`src/hw/rtl/ftpc_pkg.sv`:
```
// shared types and constants of the file transfer packet checker
package ftpc_pkg;

    localparam int NAME_BYTES       = 256;
    localparam int NAME_AW          = $clog2(NAME_BYTES);
    localparam int SIZE_FIELD_BYTES = 8;
    localparam int SEQ_MODULUS      = 255;
    localparam int QUEUE_DEPTH      = 4;
    localparam int QUEUE_AW         = $clog2(QUEUE_DEPTH);
    localparam int CFG_IDX_W        = 3;

    localparam logic [CFG_IDX_W-1:0] CFG_START_CODE = 3'd0;
    localparam logic [CFG_IDX_W-1:0] CFG_END_CODE   = 3'd1;
    localparam logic [CFG_IDX_W-1:0] CFG_DATA_CODE  = 3'd2;
    localparam logic [CFG_IDX_W-1:0] CFG_SIZE_TYPE  = 3'd3;
    localparam logic [CFG_IDX_W-1:0] CFG_NAME_TYPE  = 3'd4;
    localparam logic [CFG_IDX_W-1:0] CFG_TLV_COUNT  = 3'd5;

    localparam logic [3:0] ST_DATA_OK      = 4'd0;
    localparam logic [3:0] ST_START_OK     = 4'd1;
    localparam logic [3:0] ST_END_OK       = 4'd2;
    localparam logic [3:0] ST_BAD_CONTROL  = 4'd3;
    localparam logic [3:0] ST_SEQ_MISMATCH = 4'd4;
    localparam logic [3:0] ST_SHORT_HEADER = 4'd5;
    localparam logic [3:0] ST_LEN_MISMATCH = 4'd6;
    localparam logic [3:0] ST_TLV_NO_LEN   = 4'd7;
    localparam logic [3:0] ST_TLV_OVERRUN  = 4'd8;
    localparam logic [3:0] ST_TLV_UNKNOWN  = 4'd9;
    localparam logic [3:0] ST_TLV_COUNT    = 4'd10;
    localparam logic [3:0] ST_NO_NAME      = 4'd11;
    localparam logic [3:0] ST_MISMATCH     = 4'd12;
    localparam logic [3:0] ST_SIZE_LONG    = 4'd13;

    typedef enum logic [1:0] {
        FK_NONE = 2'd0, FK_CTRL = 2'd1, FK_HDR = 2'd2, FK_PAY = 2'd3
    } t_frame_kind;

    typedef enum logic [1:0] {
        TS_TYPE = 2'd0, TS_LEN = 2'd1, TS_VAL = 2'd2
    } t_tlv_step;

    typedef enum logic [1:0] {
        TK_SIZE = 2'd0, TK_NAME = 2'd1, TK_UNKNOWN = 2'd2, TK_SIZE_LONG = 2'd3
    } t_tlv_kind;

    // one queued beat: a byte and its frame end mark
    typedef struct packed {
        logic [7:0] rx_byte;
        logic       frame_end;
    } t_beat;

    // result pair of one beat
    typedef struct packed {
        logic        pay_valid;
        logic [7:0]  pay_byte;
        logic        st_valid;
        logic [3:0]  status;
        logic [63:0] cap_size;
        logic [15:0] length;
        logic [7:0]  seq;
    } t_result;

    typedef struct packed {
        logic [7:0] start_code;
        logic [7:0] end_code;
        logic [7:0] data_code;
        logic [7:0] size_type;
        logic [7:0] name_type;
        logic [3:0] tlv_count;
    } t_cfg;

endpackage

```
`src/hw/rtl/ftpc_back.sv`:
```
// back end: frame parser, name store and result output stage
module ftpc_back (
    input  logic                i_clk,
    input  logic                i_rst_n,
    input  ftpc_pkg::t_cfg      i_cfg,
    input  logic                i_valid,
    output logic                o_take,
    input  ftpc_pkg::t_beat     i_beat,
    output logic                o_tvalid,
    input  logic                i_tready,
    output logic                o_kind,
    output logic [7:0]          o_pay,
    output logic [3:0]          o_status,
    output logic [63:0]         o_size,
    output logic [15:0]         o_len,
    output logic [7:0]          o_seq,
    output logic                o_last
);
    import ftpc_pkg::*;

    // parser state
    logic        r_phase;
    t_frame_kind r_fk;
    logic [15:0] r_pos, r_dlen;
    logic [7:0]  r_eseq;
    t_tlv_step   r_ts;
    t_tlv_kind   r_tk;
    logic [7:0]  r_rem, r_vi, r_nlen;
    logic [3:0]  r_cnt, r_err;
    logic [63:0] r_ssize, r_wsize;
    logic        r_nseen, r_ndiff, r_nend;

    // stage two: name compare and result build
    logic        r_s2v;
    t_result     r_s2;
    logic        r_cmp;
    logic [7:0]  r_cmp_b;
    logic [7:0]  r_rd;
    logic [7:0]  name_mem [NAME_BYTES];

    // output pair register
    t_result r_out;
    logic    r_ov, r_sel;

    logic        phase_n;
    t_frame_kind fk_n;
    logic [15:0] pos_n, dlen_n;
    logic [7:0]  eseq_n, rem_n, vi_n, nlen_n;
    t_tlv_step   ts_n;
    t_tlv_kind   tk_n;
    logic [3:0]  cnt_n, err_n;
    logic [63:0] ssize_n, wsize_n;
    logic        nseen_n, ndiff_n, nend_n;
    t_result     res;
    logic        we, cmp_n;
    logic [7:0]  b;
    logic        is_start, fin, go, s2_free, out_free, ndiff_eff;
    logic [3:0]  st;

    // a pending name compare resolves into name_differs one beat late
    assign ndiff_eff = r_ndiff | (r_cmp & (r_rd != r_cmp_b));
    assign out_free  = !r_ov || (i_tready && (r_sel || !r_out.pay_valid || !r_out.st_valid));
    assign s2_free   = !r_s2v || out_free;
    assign go        = i_valid && s2_free;
    assign o_take    = go;
    assign b         = i_beat.rx_byte;
    assign is_start  = !r_phase;

    always_comb begin
        phase_n = r_phase; fk_n = r_fk; pos_n = r_pos; dlen_n = r_dlen; eseq_n = r_eseq;
        ts_n = r_ts; tk_n = r_tk; rem_n = r_rem; vi_n = r_vi; nlen_n = r_nlen;
        cnt_n = r_cnt; err_n = r_err; ssize_n = r_ssize; wsize_n = r_wsize;
        nseen_n = r_nseen; ndiff_n = ndiff_eff; nend_n = r_nend;
        res = '0; we = 1'b0; cmp_n = 1'b0; fin = 1'b0; st = ST_DATA_OK;
        case (r_fk)
            FK_NONE: begin
                err_n = '0; pos_n = '0; dlen_n = '0; ts_n = TS_TYPE; tk_n = TK_SIZE;
                rem_n = '0; vi_n = '0; cnt_n = '0; wsize_n = '1;
                nseen_n = 1'b0; ndiff_n = 1'b0; nend_n = 1'b0;
                if (is_start) begin
                    fk_n = FK_CTRL;
                    if (b != i_cfg.start_code) err_n = ST_BAD_CONTROL;
                end else if (b == i_cfg.end_code) begin
                    fk_n = FK_CTRL;
                end else begin
                    fk_n = FK_HDR;
                    pos_n = 16'd1;
                    if (b != i_cfg.data_code) err_n = ST_BAD_CONTROL;
                end
            end
            FK_CTRL: begin
                if (r_err == '0) begin
                    case (r_ts)
                        TS_TYPE: begin
                            if (b == i_cfg.size_type) tk_n = TK_SIZE;
                            else if (b == i_cfg.name_type) tk_n = TK_NAME;
                            else tk_n = TK_UNKNOWN;
                            ts_n = TS_LEN;
                        end
                        TS_LEN: begin
                            rem_n = b; vi_n = '0;
                            if (r_tk == TK_SIZE && b > 8'(SIZE_FIELD_BYTES)) tk_n = TK_SIZE_LONG;
                            if (r_tk == TK_NAME) begin
                                nseen_n = 1'b1; nend_n = 1'b0;
                                if (is_start) nlen_n = '0;
                                else ndiff_n = 1'b0;
                            end
                            if (b == '0) fin = 1'b1;
                            else ts_n = TS_VAL;
                        end
                        default: begin
                            if (r_tk == TK_SIZE && r_vi < 8'd8) begin
                                wsize_n[8*r_vi[2:0] +: 8] = b;
                            end else if (r_tk == TK_NAME && !r_nend) begin
                                if (b == '0) begin
                                    nend_n = 1'b1;
                                    if (is_start) nlen_n = r_vi;
                                    else if (r_vi != r_nlen) ndiff_n = 1'b1;
                                end else if (is_start) begin
                                    we = (32'(r_vi) < NAME_BYTES);
                                end else if (r_vi >= r_nlen) begin
                                    ndiff_n = 1'b1;
                                end else begin
                                    cmp_n = (32'(r_vi) < NAME_BYTES);
                                end
                            end
                            vi_n = r_vi + 8'd1;
                            rem_n = r_rem - 8'd1;
                            if (rem_n == '0) fin = 1'b1;
                        end
                    endcase
                    if (fin) begin
                        if (tk_n == TK_UNKNOWN) err_n = ST_TLV_UNKNOWN;
                        else if (tk_n == TK_SIZE_LONG) err_n = ST_SIZE_LONG;
                        else begin
                            if (tk_n == TK_NAME && !nend_n) begin
                                if (is_start) nlen_n = vi_n;
                                else if (vi_n != r_nlen) ndiff_n = 1'b1;
                            end
                            if (r_cnt != 4'd15) cnt_n = r_cnt + 4'd1;
                            ts_n = TS_TYPE;
                        end
                    end
                end
            end
            FK_HDR: begin
                if (r_pos == 16'd1) begin
                    if (r_err == '0 && b != r_eseq) err_n = ST_SEQ_MISMATCH;
                    pos_n = 16'd2;
                end else if (r_pos == 16'd2) begin
                    dlen_n = {b, 8'd0};
                    pos_n = 16'd3;
                end else begin
                    dlen_n = {r_dlen[15:8], b};
                    fk_n = FK_PAY;
                    pos_n = '0;
                end
            end
            default: begin
                if (r_err == '0) begin
                    if (r_pos == r_dlen) err_n = ST_LEN_MISMATCH;
                    else begin
                        res.pay_valid = 1'b1;
                        res.pay_byte = b;
                        pos_n = r_pos + 16'd1;
                    end
                end
            end
        endcase
        res.length = dlen_n;
        res.seq = r_eseq;
        if (i_beat.frame_end) begin
            res.st_valid = 1'b1;
            if (fk_n == FK_CTRL) begin
                st = err_n;
                if (st == '0 && ts_n == TS_LEN) st = ST_TLV_NO_LEN;
                if (st == '0 && ts_n == TS_VAL) st = ST_TLV_OVERRUN;
                if (st == '0 && cnt_n != i_cfg.tlv_count) st = ST_TLV_COUNT;
                if (st == '0 && !nseen_n) st = ST_NO_NAME;
                if (st == '0 && !is_start && wsize_n != r_ssize) st = ST_MISMATCH;
                // pending name compare is finished in stage two
                if (st == '0) begin
                    if (is_start) begin
                        st = ST_START_OK; phase_n = 1'b1; eseq_n = '0; ssize_n = wsize_n;
                    end else begin
                        st = ST_END_OK; phase_n = 1'b0;
                    end
                end else phase_n = 1'b0;
                res.length = '0;
                res.seq = '0;
            end else begin
                if (fk_n == FK_HDR) st = ST_SHORT_HEADER;
                else if (err_n != '0) st = err_n;
                else if (pos_n != dlen_n) st = ST_LEN_MISMATCH;
                else st = ST_DATA_OK;
                if (st == ST_DATA_OK)
                    eseq_n = (r_eseq == 8'(SEQ_MODULUS - 1)) ? 8'd0 : r_eseq + 8'd1;
                else phase_n = 1'b0;
            end
            res.status = st;
            res.cap_size = ssize_n;
            fk_n = FK_NONE;
        end
    end

    // the end-frame name check needs the last compare, done here in stage two
    logic    s2_fix;
    t_result s2_res;
    always_comb begin
        s2_res = r_s2;
        s2_fix = r_s2.st_valid && r_s2.status == ST_END_OK &&
                 (r_ndiff || (r_cmp && r_rd != r_cmp_b));
        if (s2_fix) s2_res.status = ST_MISMATCH;
    end

    always_ff @(posedge i_clk) begin
        if (we && go) name_mem[r_vi[NAME_AW-1:0]] <= b;
        if (go) r_rd <= name_mem[r_vi[NAME_AW-1:0]];
    end

    always_ff @(posedge i_clk) begin
        if (!i_rst_n) begin
            r_phase <= 1'b0; r_fk <= FK_NONE; r_pos <= '0; r_dlen <= '0; r_eseq <= '0;
            r_ts <= TS_TYPE; r_tk <= TK_SIZE; r_rem <= '0; r_vi <= '0; r_nlen <= '0;
            r_cnt <= '0; r_err <= '0; r_ssize <= '1; r_wsize <= '1;
            r_nseen <= 1'b0; r_ndiff <= 1'b0; r_nend <= 1'b0;
            r_s2v <= 1'b0; r_cmp <= 1'b0; r_ov <= 1'b0; r_sel <= 1'b0;
        end else begin
            if (go) begin
                r_fk <= fk_n; r_pos <= pos_n; r_dlen <= dlen_n; r_eseq <= eseq_n;
                r_ts <= ts_n; r_tk <= tk_n; r_rem <= rem_n; r_vi <= vi_n; r_nlen <= nlen_n;
                r_cnt <= cnt_n; r_err <= err_n; r_wsize <= wsize_n;
                r_nseen <= nseen_n; r_ndiff <= ndiff_n; r_nend <= nend_n;
                r_cmp <= cmp_n;
                r_phase <= phase_n; r_ssize <= ssize_n;
            end else if (s2_free) begin
                r_cmp <= 1'b0;
                r_ndiff <= ndiff_eff;
            end
            if (s2_free) r_s2v <= go && (res.pay_valid || res.st_valid);
            if (out_free) begin
                r_ov <= r_s2v;
                r_sel <= 1'b0;
            end else if (r_ov && i_tready) begin
                r_sel <= 1'b1;
            end
        end
    end

    always_ff @(posedge i_clk) begin
        if (s2_free && go) begin
            r_s2 <= res;
            r_cmp_b <= b;
        end
        if (out_free) r_out <= s2_res;
    end

    assign o_tvalid = r_ov;
    assign o_kind   = !(r_out.pay_valid && !r_sel);
    assign o_pay    = o_kind ? 8'd0 : r_out.pay_byte;
    assign o_status = o_kind ? r_out.status : 4'd0;
    assign o_size   = o_kind ? r_out.cap_size : 64'd0;
    assign o_len    = r_out.length;
    assign o_seq    = r_out.seq;
    assign o_last   = o_kind || !r_out.st_valid;
endmodule
```
`config.mk`:
```
export PLATFORM = sky130hd
export DESIGN_NAME = ftpc_back
export DESIGN_NICKNAME = d
export VERILOG_FILES = /design/src/hw/rtl/ftpc_pkg.sv /design/src/hw/rtl/ftpc_back.sv
export SDC_FILE = /design/constraint.sdc
export NUM_CORES = 2
export LEC_CHECK = 0
export ABC_AREA = 1
export BUFFER_PORTS_ARGS = -buffer_cell sky130_fd_sc_hd__buf_2
export CAP_MARGIN = 0
export CORE_MARGIN = 5
export CORE_UTILIZATION = 55
export DETAILED_ROUTE_END_ITERATION = 10
export GPL_ROUTABILITY_DRIVEN = 0
export PLACE_DENSITY = 0.71
export SLEW_MARGIN = 5
export SYNTH_ARGS = -nofsm -noshare
export SYNTH_HDL_FRONTEND = slang
export SYNTH_SLANG_ARGS = --single-unit
```
`constraint.sdc`:
```
create_clock -name i_clk -period 11.79 [get_ports i_clk]
set_input_delay 1.179 -clock i_clk [delete_from_list [all_inputs] [get_ports i_clk]]
set_output_delay 1.179 -clock i_clk [all_outputs]
set_load 0.01 [all_outputs]
```
==> run metrics <==
post-DR wirelength/cell 25.00 um; post-synthesis net count 9066; critical path buffer and inverter count 8; Port Buf Inserts 160; Post-CTS Resized 0; Post-CTS Setup Repair Bufs 0; WS Path Type flip-flop to output port; I/O pins 161; Routed WL 289.9 mm; row cnt 159; CP peak stage delay 0.81 ns; die footprint 0.1962 mm2; number of routed nets with antenna violations 0; setup TNS 0 ns; DRT iter0 DRCs 10250; drt via density 6.223; post-synth top area share 66.06%; CTS tree done; initial antenna violation count 8; Synth-to-Final Area Change 9.944%; Final nets 8975; post-synthesis register bit count 2482; Cell Area, Synth 0.1031 mm2; Final Hold Fails 0; Mean Syn Cell Area 11.48 um2; clk root buf clkbuf_16; slew at the pin with the worst max-slew slack 1.410 ns; number of global-route vias before repair 67600; Max Cap Violations 0; DIE HEIGHT 442.9 um; clk buf depth 3; RSZ-0062 raised after global routing no; Highest Clock Rate 147.8 MHz; largest net degree at the start of global routing 206; Worst Path Arrival 5.59 ns; CP Launch Type flip-flop; drt pass-1 iters 6; core area 0.1872 mm2; CTS clk-pin slew, worst paths 0.06 ns; Critical Path RT 10.61 ns; outcome completed; Hold WS 0.4181 ns; Yosys cell types 56; Slew HR 3.585%; GRT Residual Overflow 0; Crit path max-delay family buffers and inverters; Max IR drop VDD 0.1700 mV; later-pin clock latency in the skew report 0.89 ns; TritonCTS Sinks 2482; CTS H-tree lvls 4; Hold Buf Count CTS 0; All-Layer GR Usage 28.72%; cells after synthesis 8984; Num CTS Buffers 233; global-route wire length before repair 430.6 mm; # DRC 0; Util after Layout 60.55%; HP Class flip-flop to flip-flop; P_leak 38.99 nW; Final Cycle Share 57.39%; FILL cells 14430; register area share after synthesis 70.22%; slowest cell on the critical path buf_4; via count 72170; Synth area leader edfxtp_1; number of synthesized flops with an enable pin 2268; Final Critical Period 6.767 ns; layout cells sized above 1 7.880%; Die Wd 442.9 um; Starting Density 55.07%; critical path, cell by cell inv_1 > nand2_1 > inv_2 > buf_4 > nand2_1 > nand2_1 > nand2_4 > nor2_1 > inv_1 > nand2_4 > buf_4 > inv_6 > buf_4 > buf_2; HPWL Detailed 169.1 mm; final setup violation count 0; Syn. warnings 0; post-synthesis async set-or-reset flop share 0%; Synth area leaders edfxtp_1 (66%), nor2_1 (6.1%), o21ai_0 (5.9%), dfxtp_1 (4.2%), nand2_1 (3.7%); predominant post-synthesis flop cell edfxtp_1; clk_skew 0.05080 ns; P per Cell Area 156.8 mW/mm2; endpoint class of the critical path output port; crit-path max FO 96; fin. max-slew vios 0
-- kinds of logic (layout without fill, tap and decap cells) --
logic type               count (synthesis)  count (layout)  synth area share [%]
adder cells (fa/ha/maj)                 25              25                0.3034
other                                    0               3                     0
XOR/XNOR                               121             121                 1.028
buffers and inverters                 1020            1135                 3.896
AO/OA/AOI/OAI                         2326            2326                 13.00
flip-flops                            2482            2482                 70.22
AND/OR/NAND/NOR                       3010            3010                 11.55
-- placed cells by master, fill, tap and decap left out, drive strengths merged, types with 59 or more instances in the layout --
cell type / n
a221oi: 59
clkinv: 121
nand4: 66
xor2: 78
clkbuf: 291
nand2: 1013
buf: 276
edfxtp: 2268
a21oi: 251
inv: 417
nor2: 1677
o21ai: 1232
o22ai: 553
dfxtp: 214
nand3: 196
-- per-layer routing --
layer  global-route usage, %  vias to the layer above  routed length [um]
li1                        -                    32100                   -
met1                   39.39                    35000              109500
met2                   44.12                     4262              131400
met3                   6.053                      803               32580
met4                   13.94                        4               16470
met5                       0                        -                  28
-- power by group --
part | switching, W | total [W] | internal [W]
clock | 0.00329 | 0.00742 | 0.00414
combinational | 0.000447 | 0.000604 | 0.000157
sequential | 0.0000508 | 0.00974 | 0.00969
total | 0.00378 | 0.0178 | 0.0140
-- sequential cells by signal (all words and copies together), names as in the netlist, 16 cells and up --
signal / flops
name_mem: 2048
r_s2: 102
r_out: 78
r_ssize: 64
r_wsize: 64
o_len: 16
r_dlen: 16
r_pos: 16
-- Yosys cell counts, types with 12 or more instances --
library cell / n
o211ai_1: 39
o221ai_1: 12
o21ai_0: 1218
buf_4: 29
nand3_1: 196
or2_2: 17
nor3_1: 14
nor4_1: 13
o21ai_1: 14
nand2_1: 1009
dfxtp_1: 214
xnor2_1: 43
inv_1: 392
edfxtp_1: 2268
a21oi_1: 249
o22ai_1: 553
a41oi_1: 43
a221oi_1: 59
xor2_1: 78
a22o_1: 56
clkinv_1: 13
buf_1: 31
nand4_1: 65
ha_1: 25
clkbuf_1: 514
buf_2: 21
inv_2: 13
o21bai_2: 31
nor2_1: 1668
-- worst paths after layout --
kind / start / to / slack, ns / depth (start not counted)
hold / removal: r_s2[2] / o_seq[2] / 0.42 / 0
setup reg to reg: r_vi[0] / r_eseq[2] / 5.33 / 22
hold reg to reg: r_s2[2] / o_seq[2] / 0.42 / 0
setup / recovery: r_sel / o_take / 5.02 / 14
-- worst reg2reg max path, stage by stage (launching register included) --
cell     delay [ns]
dfxtp_4        0.72
inv_8          0.32
ha_1           0.47
ha_1           0.23
inv_1          0.08
nand2_1        0.37
nor2_1         0.32
nand3_1        0.49
o31ai_1        0.40
o21ai_0        0.23
or2_2          0.35
nand3_1        0.08
nor2_1         0.05
nand3_1        0.07
nor2_1         0.08
nand2_1        0.16
nand2_1        0.11
nand4_4        0.13
buf_4          0.76
nand2_2        0.37
nand2_1        0.33
nand2_1        0.10
a21oi_1        0.15
-- through the flow --
stage	cell area (um2)	cells	setup slack [ns]	total power (W)
2_1_floorplan	103100	8984	2.799	0.01024
3_3_place_gp	105800	11150	5.262	0.01051
3_5_place_dp	105800	11150	4.989	0.01053
4_1_cts	113300	11590	4.917	0.01781
5_1_grt	113300	11600	4.640	0.01826
6_report	113300	11600	5.023	0.01777
-- final cells by class --
| cell class | count | area, um2 | area share, % |
|---|---|---|---|
| antenna | 3 | 7.507 | 0.006623 |
| clock buffer | 291 | 6225 | 5.492 |
| clock inverter | 150 | 1306 | 1.152 |
| inverter | 418 | 1594 | 1.406 |
| multi-input combinational | 5482 | 26750 | 23.60 |
| sequential | 2482 | 72400 | 63.88 |
| tap | 2495 | 3122 | 2.754 |
| timing repair buffer | 276 | 1939 | 1.711 |
(Power assumes the default switching activity.)
